`src/rtl/tdfa_pkg.sv`:
```
package tdfa_pkg;

    localparam int VALUE_BITS_DEF = 16;
    localparam int IN_BITS        = 16;
    localparam int COUNT_BITS     = 3;
    localparam int LARGEST_BITS   = 16;

    typedef enum logic [1:0] {
        ST_IDLE,
        ST_CHECK,
        ST_DIV,
        ST_FINISH
    } state_t;

endpackage

```
`src/rtl/trial_division_factor_analyzer_top.sv`:
```
// Trial-division factor analyzer.
// Request channel: drive value and pulse start while busy is low; the request
// is taken at that edge and busy rises on the next cycle.
// Result channel: done is high for exactly one cycle with is_prime,
// distinct_prime_count and largest_prime_factor valid in that cycle. The
// receiver cannot stall; the result registers hold until the next result.
// Divisors d = 2, 3, ... are tried while d*d <= cofactor. Each trial
// division runs on one shared restoring divider, one quotient bit per
// cycle. Each factor divided out costs one more division. A 16-bit prime
// near 65535 takes 254 divisors. Values below 2 skip the trial loop: the
// request moves the state register straight to the finish step, which
// sets the registered done flag.
// Throughput: one request at a time; busy drops in the cycle that carries the
// result, so the next request can be taken at the end of that cycle.
// The running square d*d is kept by adding 2d+1, so no multiplier is used.
// Reset: asynchronous, active low; returns to idle with busy and done low.
module trial_division_factor_analyzer_top #(
    parameter int VALUE_BITS = tdfa_pkg::VALUE_BITS_DEF
) (
    input  logic                               clk,
    input  logic                               rst_n,
    input  logic                               start,
    output logic                               busy,
    input  logic [tdfa_pkg::IN_BITS-1:0]       value,
    output logic                               done,
    output logic                               is_prime,
    output logic [tdfa_pkg::COUNT_BITS-1:0]    distinct_prime_count,
    output logic [tdfa_pkg::LARGEST_BITS-1:0]  largest_prime_factor
);
    import tdfa_pkg::*;

    // trial divisor never exceeds about 2^(VALUE_BITS/2) + 1
    localparam int DW      = VALUE_BITS / 2 + 2;
    localparam int SQ_BITS = VALUE_BITS + 2;

    state_t state_reg, state_next;

    logic [VALUE_BITS-1:0]   rest_reg, rest_next;     // running cofactor
    logic [DW-1:0]           d_reg, d_next;           // trial divisor
    logic [SQ_BITS-1:0]      dsq_reg, dsq_next;       // d*d
    logic [COUNT_BITS-1:0]   cnt_reg, cnt_next;       // saturating count
    logic [VALUE_BITS-1:0]   big_reg, big_next;       // largest factor so far
    logic                    divided_reg, divided_next;
    logic                    found_reg, found_next;   // d already counted
    logic                    low_reg, low_next;       // request value below 2

    logic                    done_reg, done_next;
    logic                    prime_reg, prime_next;
    logic [COUNT_BITS-1:0]   count_out_reg, count_out_next;
    logic [LARGEST_BITS-1:0] lpf_reg, lpf_next;

    logic [VALUE_BITS-1:0]   value_w;
    logic                    div_start;
    logic [VALUE_BITS-1:0]   div_dividend;
    logic                    div_done;
    logic [VALUE_BITS-1:0]   div_quo;
    logic [VALUE_BITS-1:0]   div_rem;
    logic                    sq_over;
    logic                    rest_gt1;

    function automatic logic [COUNT_BITS-1:0] sat_inc(input logic [COUNT_BITS-1:0] c);
        logic [COUNT_BITS-1:0] r;
        begin
            r = (c == '1) ? c : c + COUNT_BITS'(1);
            return r;
        end
    endfunction

    assign value_w  = VALUE_BITS'(value);
    assign sq_over  = (dsq_reg > SQ_BITS'(rest_reg));
    assign rest_gt1 = (rest_reg != VALUE_BITS'(1));

    // back-to-back divisions by the same d feed the fresh quotient straight in
    assign div_dividend = div_done ? div_quo : rest_reg;

    tdfa_div #(
        .WIDTH (VALUE_BITS)
    ) u_div (
        .clk       (clk),
        .rst_n     (rst_n),
        .start     (div_start),
        .dividend  (div_dividend),
        .divisor   (VALUE_BITS'(d_reg)),
        .done      (div_done),
        .quotient  (div_quo),
        .remainder (div_rem)
    );

    // next state
    always_comb
    begin
        state_next = state_reg;
        case (state_reg)
            ST_IDLE:
            begin
                if (start)
                    state_next = (value_w < VALUE_BITS'(2)) ? ST_FINISH : ST_CHECK;
            end
            ST_CHECK:
            begin
                state_next = sq_over ? ST_FINISH : ST_DIV;
            end
            ST_DIV:
            begin
                if (div_done && (div_rem != '0))
                    state_next = ST_CHECK;
            end
            ST_FINISH:
            begin
                state_next = ST_IDLE;
            end
            default:
            begin
                state_next = ST_IDLE;
            end
        endcase
    end

    // datapath and outputs
    always_comb
    begin
        rest_next      = rest_reg;
        d_next         = d_reg;
        dsq_next       = dsq_reg;
        cnt_next       = cnt_reg;
        big_next       = big_reg;
        divided_next   = divided_reg;
        found_next     = found_reg;
        low_next       = low_reg;
        prime_next     = prime_reg;
        count_out_next = count_out_reg;
        lpf_next       = lpf_reg;
        done_next      = 1'b0;
        div_start      = 1'b0;
        case (state_reg)
            ST_IDLE:
            begin
                if (start)
                begin
                    rest_next    = value_w;
                    d_next       = DW'(2);
                    dsq_next     = SQ_BITS'(4);
                    cnt_next     = '0;
                    big_next     = '0;
                    divided_next = 1'b0;
                    found_next   = 1'b0;
                    low_next     = (value_w < VALUE_BITS'(2));
                end
            end
            ST_CHECK:
            begin
                if (!sq_over)
                    div_start = 1'b1;
            end
            ST_DIV:
            begin
                if (div_done)
                begin
                    if (div_rem == '0)
                    begin
                        // divide this factor out again
                        rest_next = div_quo;
                        div_start = 1'b1;
                        if (!found_reg)
                        begin
                            cnt_next     = sat_inc(cnt_reg);
                            big_next     = VALUE_BITS'(d_reg);
                            divided_next = 1'b1;
                            found_next   = 1'b1;
                        end
                    end
                    else
                    begin
                        // (d+1)^2 = d^2 + 2d + 1
                        d_next     = d_reg + DW'(1);
                        dsq_next   = dsq_reg + SQ_BITS'({d_reg, 1'b1});
                        found_next = 1'b0;
                    end
                end
            end
            ST_FINISH:
            begin
                done_next = 1'b1;
                if (low_reg)
                begin
                    prime_next     = 1'b0;
                    count_out_next = '0;
                    lpf_next       = '0;
                end
                else
                begin
                    prime_next     = !divided_reg;
                    count_out_next = rest_gt1 ? sat_inc(cnt_reg) : cnt_reg;
                    lpf_next       = rest_gt1 ? LARGEST_BITS'(rest_reg)
                                              : LARGEST_BITS'(big_reg);
                end
            end
            default:
            begin
                div_start = 1'b0;
            end
        endcase
    end

    always_ff @(posedge clk or negedge rst_n)
    begin
        if (!rst_n)
        begin
            state_reg     <= ST_IDLE;
            done_reg      <= 1'b0;
            prime_reg     <= 1'b0;
            count_out_reg <= '0;
            lpf_reg       <= '0;
        end
        else
        begin
            state_reg     <= state_next;
            done_reg      <= done_next;
            prime_reg     <= prime_next;
            count_out_reg <= count_out_next;
            lpf_reg       <= lpf_next;
        end
    end

    always_ff @(posedge clk)
    begin
        rest_reg    <= rest_next;
        d_reg       <= d_next;
        dsq_reg     <= dsq_next;
        cnt_reg     <= cnt_next;
        big_reg     <= big_next;
        divided_reg <= divided_next;
        found_reg   <= found_next;
        low_reg     <= low_next;
    end

    assign busy                 = (state_reg != ST_IDLE);
    assign done                 = done_reg;
    assign is_prime             = prime_reg;
    assign distinct_prime_count = count_out_reg;
    assign largest_prime_factor = lpf_reg;

    // result strobe only comes out right after the finish step
    a_done_after_finish: assert property (@(posedge clk) disable iff (!rst_n)
        done |-> (state_reg == ST_IDLE) && ($past(state_reg) == ST_FINISH))
        else $error("done without a finish step");

    // an accepted request makes the block busy
    a_req_busy: assert property (@(posedge clk) disable iff (!rst_n)
        (start && !busy) |=> busy)
        else $error("request accepted but block not busy");

    // divider is only kicked from the check or divide steps
    a_div_start_state: assert property (@(posedge clk) disable iff (!rst_n)
        div_start |-> ((state_reg == ST_CHECK) || (state_reg == ST_DIV)))
        else $error("divider started outside the trial loop");

    // a prime has exactly one distinct factor
    a_prime_count: assert property (@(posedge clk) disable iff (!rst_n)
        (done && is_prime) |-> (distinct_prime_count == COUNT_BITS'(1)))
        else $error("prime reported with a factor count other than one");

    // divider must report back before the trial loop moves on
    a_div_wait: assert property (@(posedge clk) disable iff (!rst_n)
        ((state_reg == ST_DIV) && !div_done) |=> (state_reg == ST_DIV))
        else $error("left divide step before the divider finished");

endmodule

```
`src/rtl/tdfa_div.sv`:
```
module tdfa_div #(
    parameter int WIDTH = tdfa_pkg::VALUE_BITS_DEF
) (
    input  logic             clk,
    input  logic             rst_n,
    input  logic             start,
    input  logic [WIDTH-1:0] dividend,
    input  logic [WIDTH-1:0] divisor,
    output logic             done,
    output logic [WIDTH-1:0] quotient,
    output logic [WIDTH-1:0] remainder
);
    localparam int CW = $clog2(WIDTH + 1);

    logic [WIDTH-1:0] rem_reg;
    logic [WIDTH-1:0] quo_reg;
    logic [CW-1:0]    cnt_reg;
    logic             done_reg;

    logic [WIDTH:0]   trial;
    logic             fits;
    logic [WIDTH:0]   diff;
    logic [WIDTH-1:0] rem_next;
    logic [WIDTH-1:0] quo_next;

    // one restoring step: shift in the next dividend bit, subtract if it fits
    always_comb
    begin
        trial    = {rem_reg, quo_reg[WIDTH-1]};
        diff     = trial - {1'b0, divisor};
        fits     = (trial >= {1'b0, divisor});
        rem_next = fits ? diff[WIDTH-1:0] : trial[WIDTH-1:0];
        quo_next = {quo_reg[WIDTH-2:0], fits};
    end

    always_ff @(posedge clk or negedge rst_n)
    begin
        if (!rst_n)
        begin
            cnt_reg  <= '0;
            done_reg <= 1'b0;
        end
        else
        begin
            done_reg <= (cnt_reg == CW'(1));
            if (start)
                cnt_reg <= CW'(WIDTH);
            else if (cnt_reg != '0)
                cnt_reg <= cnt_reg - CW'(1);
        end
    end

    always_ff @(posedge clk)
    begin
        if (start)
        begin
            rem_reg <= '0;
            quo_reg <= dividend;
        end
        else if (cnt_reg != '0)
        begin
            rem_reg <= rem_next;
            quo_reg <= quo_next;
        end
    end

    assign done      = done_reg;
    assign quotient  = quo_reg;
    assign remainder = rem_reg;

endmodule

```
`config.mk`:
```
export PLATFORM = sky130hd
export DESIGN_NAME = trial_division_factor_analyzer_top
export DESIGN_NICKNAME = d
export VERILOG_FILES = /design/src/rtl/tdfa_pkg.sv /design/src/rtl/trial_division_factor_analyzer_top.sv /design/src/rtl/tdfa_div.sv
export SDC_FILE = /design/constraint.sdc
export NUM_CORES = 1
export LEC_CHECK = 0
export ABC_AREA = 1
export BUFFER_PORTS_ARGS = -buffer_cell sky130_fd_sc_hd__buf_2
export CORE_MARGIN = 4
export CORE_UTILIZATION = 35
export CTS_CLUSTER_DIAMETER = 100
export CTS_CLUSTER_SIZE = 14
export DETAILED_ROUTE_END_ITERATION = 16
export GPL_TIMING_DRIVEN = 0
export PLACE_DENSITY_LB_ADDON = 0.08
export SKIP_LAST_GASP = 1
export SYNTH_ARGS = -nofsm -noshare
export SYNTH_HDL_FRONTEND = slang
export SYNTH_SLANG_ARGS = --single-unit
export TNS_END_PERCENT = 50
```
`constraint.sdc`:
```
create_clock -name clk -period 3.23 [get_ports clk]
set_input_delay 0.4845 -clock clk [delete_from_list [all_inputs] [get_ports clk]]
set_output_delay 0.4845 -clock clk [all_outputs]
set_load 0.05 [all_outputs]
```
### Word-level counts from Yosys, hierarchy flattened

Index checks and enable logic that the tools add are counted.

| operators by class | value |
|---|---|
| equal/unequal tests | 13 |
| $lt $le $gt $ge | 3 |
| add/subtract/negate cells | 5 |
| reduce and logical (&&, ||, !) cells | 16 |
| muxes and demuxes | 51 |

Operator list:

| kind | count |
|---|---|
| two-way mux 16 bit | 13 |
| case mux 16 bit (2 select lines) | 2 |
| two-way mux 18 bit | 3 |
| case mux 18 bit (2 select lines) | 1 |
| two-way mux 10 bit | 3 |
| two-way mux 3 bit | 7 |
| case mux 10 bit (2 select lines) | 1 |
| adder 18 x 11 -> 18 bit | 1 |
| > comparator 18 x 16 -> 1 bit | 1 |
| >= comparator 17 x 10 -> 1 bit | 1 |
| zero test 16 bit | 1 |
| < comparator 16 x 2 -> 1 bit (second input constant) | 1 |
| inequality test 16 x 1 -> 1 bit (second input constant) | 1 |
| nonzero test 16 bit | 1 |
| subtractor 16 x 10 -> 16 bit | 1 |
| inequality test 2 bit (second input constant) | 6 |
| two-way mux 1 bit | 11 |
| adder 10 x 1 -> 10 bit (second input constant) | 1 |
| two-way mux 5 bit | 2 |
| case mux 2 bit (4 select lines) | 1 |
| AND reduction 4 bit | 2 |
| two-way mux 2 bit | 3 |
| case mux 1 bit (2 select lines) | 3 |
| case mux 3 bit (2 select lines) | 1 |
| 15 further kinds | 20 |

| word-level totals | value |
|---|---|
| bits in registers | 127 |
| output and inout port bits | 22 |

### Logic depth before layout (Yosys ltp)

| logic depth | value |
|---|---|
| depth after elaboration | 6 |
| gate-level depth with buffers | 17 |

### By module

Synthesis repeated with hierarchy kept, for this count alone.

| unflattened totals | value |
|---|---|
| cells, all modules | 1,020 |
| area total of the unflattened synthesis | 7,773.7 µm² |

By module, submodules not included:

| module | cells an instance | area each (µm²) | instances | sequential area each (µm²) |
|---|---|---|---|---|
| trial_division_factor_analyzer_top | 591 | 4,939.7 | 1 | 2,377.3 |
| tdfa_div | 429 | 2,834.0 | 1 | 950.9 |

### Least setup slack after synthesis

No wires, ideal clock.

| timing | value |
|---|---|
| path type | flip-flop to flip-flop |
| start point | register state_reg[0] |
| end point | register d_reg[0] (enable) |
| path slack | 25 ps |
| arrival | 2,782 ps |
| path buffers | 0 |
| clock period less this slack | 3,205 ps |
| cell stages (with the launch flop) | 10 |
| cell sequence | dfrtp_1 > inv_1 > ha_1 > inv_1 > nor2_1 > inv_1 > nand2_1 > inv_1 > nand2_1 > a21oi_1 |

| on the way | value |
|---|---|
| cells in the longest elaborated chain, start to end | 3 |

RTL lines:

| element | RTL line | source |
|---|---|---|
| start: declaration | trial_division_factor_analyzer_top.sv:36 | `state_t state_reg, state_next;` |
| start signal: assignment | trial_division_factor_analyzer_top.sv:217 | `state_reg <= state_next;` |
| equality test 2 bit or zero test 2 bit (tied branches) | trial_division_factor_analyzer_top.sv:135 | `case (state_reg)` |
| inequality test 2 bit (no line) (tied with other cells) | -- |  |
| AND reduction 4 bit (no line) (*) | -- |  |
| end signal: assignment | trial_division_factor_analyzer_top.sv:228 | `d_reg <= d_next;` |
| end: declaration | trial_division_factor_analyzer_top.sv:39 | `logic [DW-1:0] d_reg, d_next;` |

Mark *: on every way between the ends. The rest lies on a longest branch, timed or not.
A chain may end at the register's enable or synchronous reset.

### Final worst setup path

| timing | value |
|---|---|
| start point | register rest_reg[8] |
| end point | register u_div.quo_reg[5] (netlist: u_div.quotient[5]) (enable) |

| on the way | value |
|---|---|
| cells in the longest elaborated chain, start to end | 5 |

RTL lines:

| element | RTL line | source |
|---|---|---|
| start: declaration | trial_division_factor_analyzer_top.sv:38 | `logic [VALUE_BITS-1:0] rest_reg, rest_next;` |
| start signal: assignment | trial_division_factor_analyzer_top.sv:227 | `rest_reg <= rest_next;` |
| > comparator 18 x 16 -> 1 bit (*) | trial_division_factor_analyzer_top.sv:70 | `assign sq_over = (dsq_reg > SQ_BITS'(rest_reg));` |
| two-way mux 1 bit (*) | trial_division_factor_analyzer_top.sv:152 | `if (!sq_over)` |
| case mux 1 bit (2 select lines) (*) | trial_division_factor_analyzer_top.sv:135 |  |
| inequality test 2 bit (no line) or nonzero test 2 bit (tied branches) | -- |  |
| AND reduction 2 bit (no line) (*) | -- |  |
| end signal: assignment | tdfa_div.sv:58 | `quo_reg <= dividend;` |
| end signal: assignment | tdfa_div.sv:63 | `quo_reg <= quo_next;` |
| end: declaration | tdfa_div.sv:16 | `logic [WIDTH-1:0] quo_reg;` |

Marks and branches as above.

==> results.py <==
metrics = {
    "timing": {
        "worst_slack_ps": 287,
        "worst_slew_pin_slew_ps": 858,
        "hold_slack_ps": 136,
        "fin_skew_ps": 12.5,
        "finalCritPeriodShare_pct": 91.1,
        "slew_violations": 0,
        "slew_headroom_pct": 42.8,
        "setup_viol": 0,
        "rsz0062_at_grt": "no",
        "period_minus_slack_ps": 2940,
        "finalHoldViolations": 0,
        "fmax_ghz": 0.340,
    },
    "pwr": {
        "p_sw_share_pct": 22.9,
        "netSwitchingPower_uw": 804,
        "combPwrFrac_pct": 0.8,
        "total_power_mw": 3.52,
        "max-vdd-ir-drop_mv": 0.316,
        "seq_power_share_pct": 46.3,
        "cellInternalPower_mw": 2.71,
        "powerDensity_mw_per_mm2": 414,
        "pwr-share-clk_pct": 52.9,
        "p_leak_nw": 4.39,
    },
    "synthesis": {
        "synth_enable_flop_cells": 76,
        "synth_nets": 1003,
        "synth.avg_cell_area_um2": 7.85,
        "yosys_warnings": 0,
        "seq_area_frac_synth_pct": 45.3,
        "synth-compound-area-share_pct": 8.85,
        "yosys.area_share.simple_pct": 26.7,
        "synthAdderAreaFrac_pct": 8.20,
        "ys_seq_elements": 121,
        "muxShareOfSynthArea_pct": 0.136,
        "synthXorXnorAreaFrac_pct": 1.43,
        "synthArstFlopShare_pct": 24.0,
        "synth_cells": 937,
        "synth_cell_types": 38,
        "synth-main-ff-cell": "edfxtp_1",
        "synth_area_mm2": 0.00735,
        "synth_top_family_by_area": "simple AND/OR/NAND/NOR gates",
    },
    "cts": {
        "clkTransAtPathRegs_ps": 60,
        "worstSkewPairLatency_ps": 420,
        "cts_sinks": 121,
        "cts_tree": "done",
        "cts_hold_buf": 0,
        "cts_setup_buffers": 0,
        "htree_levels": 4,
        "numCtsBuffers": 17,
        "cts_root_buffer": "clkbuf_16",
        "cts.path.max_buffers": 2,
        "cts_resized": 0,
    },
    "final_layout": {
        "final_cells": 1280,
        "stdcell_area_mm2": 0.00849,
        "nets": 1063,
        "drive_above_1_share_pct": 9.41,
        "largest_register_ffs": 18,
        "insertedDiodeCount": 0,
        "areaGrowthSynthToFinish_pct": 15.5,
    },
    "placement": {
        "dp_cells": 1248,
        "dpl_cell_area_mm2": 0.00792,
        "hpwl_mm": 15.2,
        "io_buffers": 40,
        "gp_congestion": 0.841,
        "place_ws_ps": 191,
    },
    "worst_setup_path": {
        "rr_startpoint": "rest_reg[8]",
        "ff2ff_path_depth": 12,
        "critPathLaunchType": "flop",
        "r2r_slack_ps": 290,
        "cp_cell_sequence": "inv_1 -> ha_1 -> nand2_1 -> nor2_1 -> and3_1 -> nand4_1 -> nand2_1 -> nand2_1 -> nand2_2 -> buf_4 -> nand3_1 -> nand2_1",
        "crit_top_cell": "nand2_1",
        "cp.arrival_ps": 2990,
        "cp_max_fo": 16,
        "worstReg2RegEnd": "u_div.quotient[5]",
        "crit_path_max_incr_delay_ps": 590,
        "worstPathRequired_ps": 3270,
        "criticalPathCategory": "reg2reg",
        "end_kind": "flop",
        "slowest_stage": "nand2_1",
    },
    "global_routing": {
        "grt_start_max_net_pins": 30,
        "grt_antenna_before_repair": 0,
        "grt_pass1_vias": 5926,
        "grt_overflow": 0,
        "grt.total_usage_pct": 17.6,
        "grt_pass1_wl_mm": 32.5,
    },
    "drt": {
        "first_pass_iters": 5,
        "viasPerCell": 4.77,
        "wl_per_cell_um": 15.8,
        "dr_total_vias": 6111,
        "ant_nets": 0,
        "routed_wl_mm": 20.2,
        "drtIter0Drc": 340,
        "drc_errors": 0,
    },
    "hold_path": {
        "hold_class": "in2async",
    },
    "die": {
        "die_area_mm2": 0.0234,
        "die-height_um": 153,
        "rows": 52,
        "ios": 41,
        "start_util_pct": 36.0,
        "core_area_mm2": 0.0204,
        "die_width_um": 153,
    },
    "run": {
        "max_cap_violations": 0,
    },
    "outcome": {
        "status": "completed",
    },
}
==> power groups by stage <==
stage          Clock (mW)  Sequential [mW]  Combinational (mW)
2_1_floorplan           0             1.66             0.00558
3_3_place_gp            0             1.66              0.0280
3_5_place_dp            0             1.66              0.0277
4_1_cts              1.90             1.63              0.0278
5_1_grt              1.99             1.63              0.0306
6_report             1.86             1.63              0.0268
==> layout make-up <==
class | instances | area, um2
Clock inverter | 15 | 144
Tap cell | 270 | 338
Buffer | 27 | 159
Inverter | 142 | 533
Fill cell | 2173 | 11900
Sequential cell | 121 | 3330
Timing Repair Buffer | 41 | 220
Multi-Input combinational cell | 647 | 3350
Clock buffer | 17 | 425
==> metal layers <==
layer	GRT usage, %	share of wire, %	vias up
met3	3.51	3.8	15
li1	-	-	3175
met1	24.0	48	2806
met4	3.73	1.0	0
met2	29.4	48	115
met5	0	0	-
==> logic make-up after synthesis <==
family                   count (synthesis)
buffers and inverters                  169
AO/OA/AOI/OAI                          123
XOR/XNOR                                12
adder cells (fa/ha/maj)                 47
flip-flops                             121
multiplexers                             1
AND/OR/NAND/NOR                        464
==> synthesized netlist by cell type (all sizes together) (3+ instances only) <==
library cell	n	area [um2]
nor3	7	35.0
nor4	6	52.6
inv	142	533
nand4	13	81.3
a21oi	53	265
edfxtp	76	2280
ha	45	563
xnor2	7	61.3
nand2	289	1100
dfxtp	16	320
o21ai	57	285
xor2	5	43.8
clkbuf	16	60.1
nand3	68	350
nor2	71	274
buf	11	98.8
o211ai	3	22.5
nand3b	8	60.1
o21bai	4	30.0
dfrtp	29	726
==> per-stage QoR <==
stage,setup TNS [ps],utilization (%)
after floorplan,0,-
after global placement,-25200,38.6
after detailed placement,0,38.8
after CTS,0,41.6
after global routing,0,41.6
final,0,41.6
==> critical path: cells and delay by family (launching register included) <==
| kind | cells | cell delay (ps) |
|---|---|---|
| buffers and inverters | 2 | 300 |
| adders and majority gates | 1 | 280 |
| and+or+nand+nor | 9 | 1540 |
| DFF | 1 | 440 |
==> placed cells by master (no fill, tap or decap), types with 3 or more instances in the layout <==
| cell type | count |
|---|---|
| buf_6 | 4 |
| clkinv_4 | 4 |
| xnor2_1 | 7 |
| a21oi_1 | 52 |
| o21ai_0 | 57 |
| ha_1 | 45 |
| xor2_1 | 5 |
| dfrtp_1 | 29 |
| clkbuf_16 | 17 |
| o21bai_1 | 4 |
| buf_2 | 43 |
| o211ai_1 | 3 |
| nor3_1 | 7 |
| nand3b_1 | 8 |
| nor2_1 | 69 |
| nand2_1 | 286 |
| nand4_1 | 13 |
| inv_6 | 4 |
| inv_1 | 140 |
| clkinvlp_4 | 3 |
| dfxtp_1 | 16 |
| nand3_1 | 66 |
| nor4_1 | 5 |
| clkbuf_1 | 16 |
| edfxtp_1 | 76 |
==> worst max-delay path by stage <==
stage,slack (ps),from,end,cells after the start
floorplan,30,state_reg[0],d_reg[0],9
global placement,-900,state_reg[0],dsq_reg[5],8
detailed placement,190,state_reg[0],big_reg[5],7
CTS,150,state_reg[0],big_reg[8],7
global route,70,rest_reg[7],u_div.quotient[5],12
finish,290,rest_reg[8],u_div.quotient[5],12
Note: power is estimated with default switching activity, not from simulation.
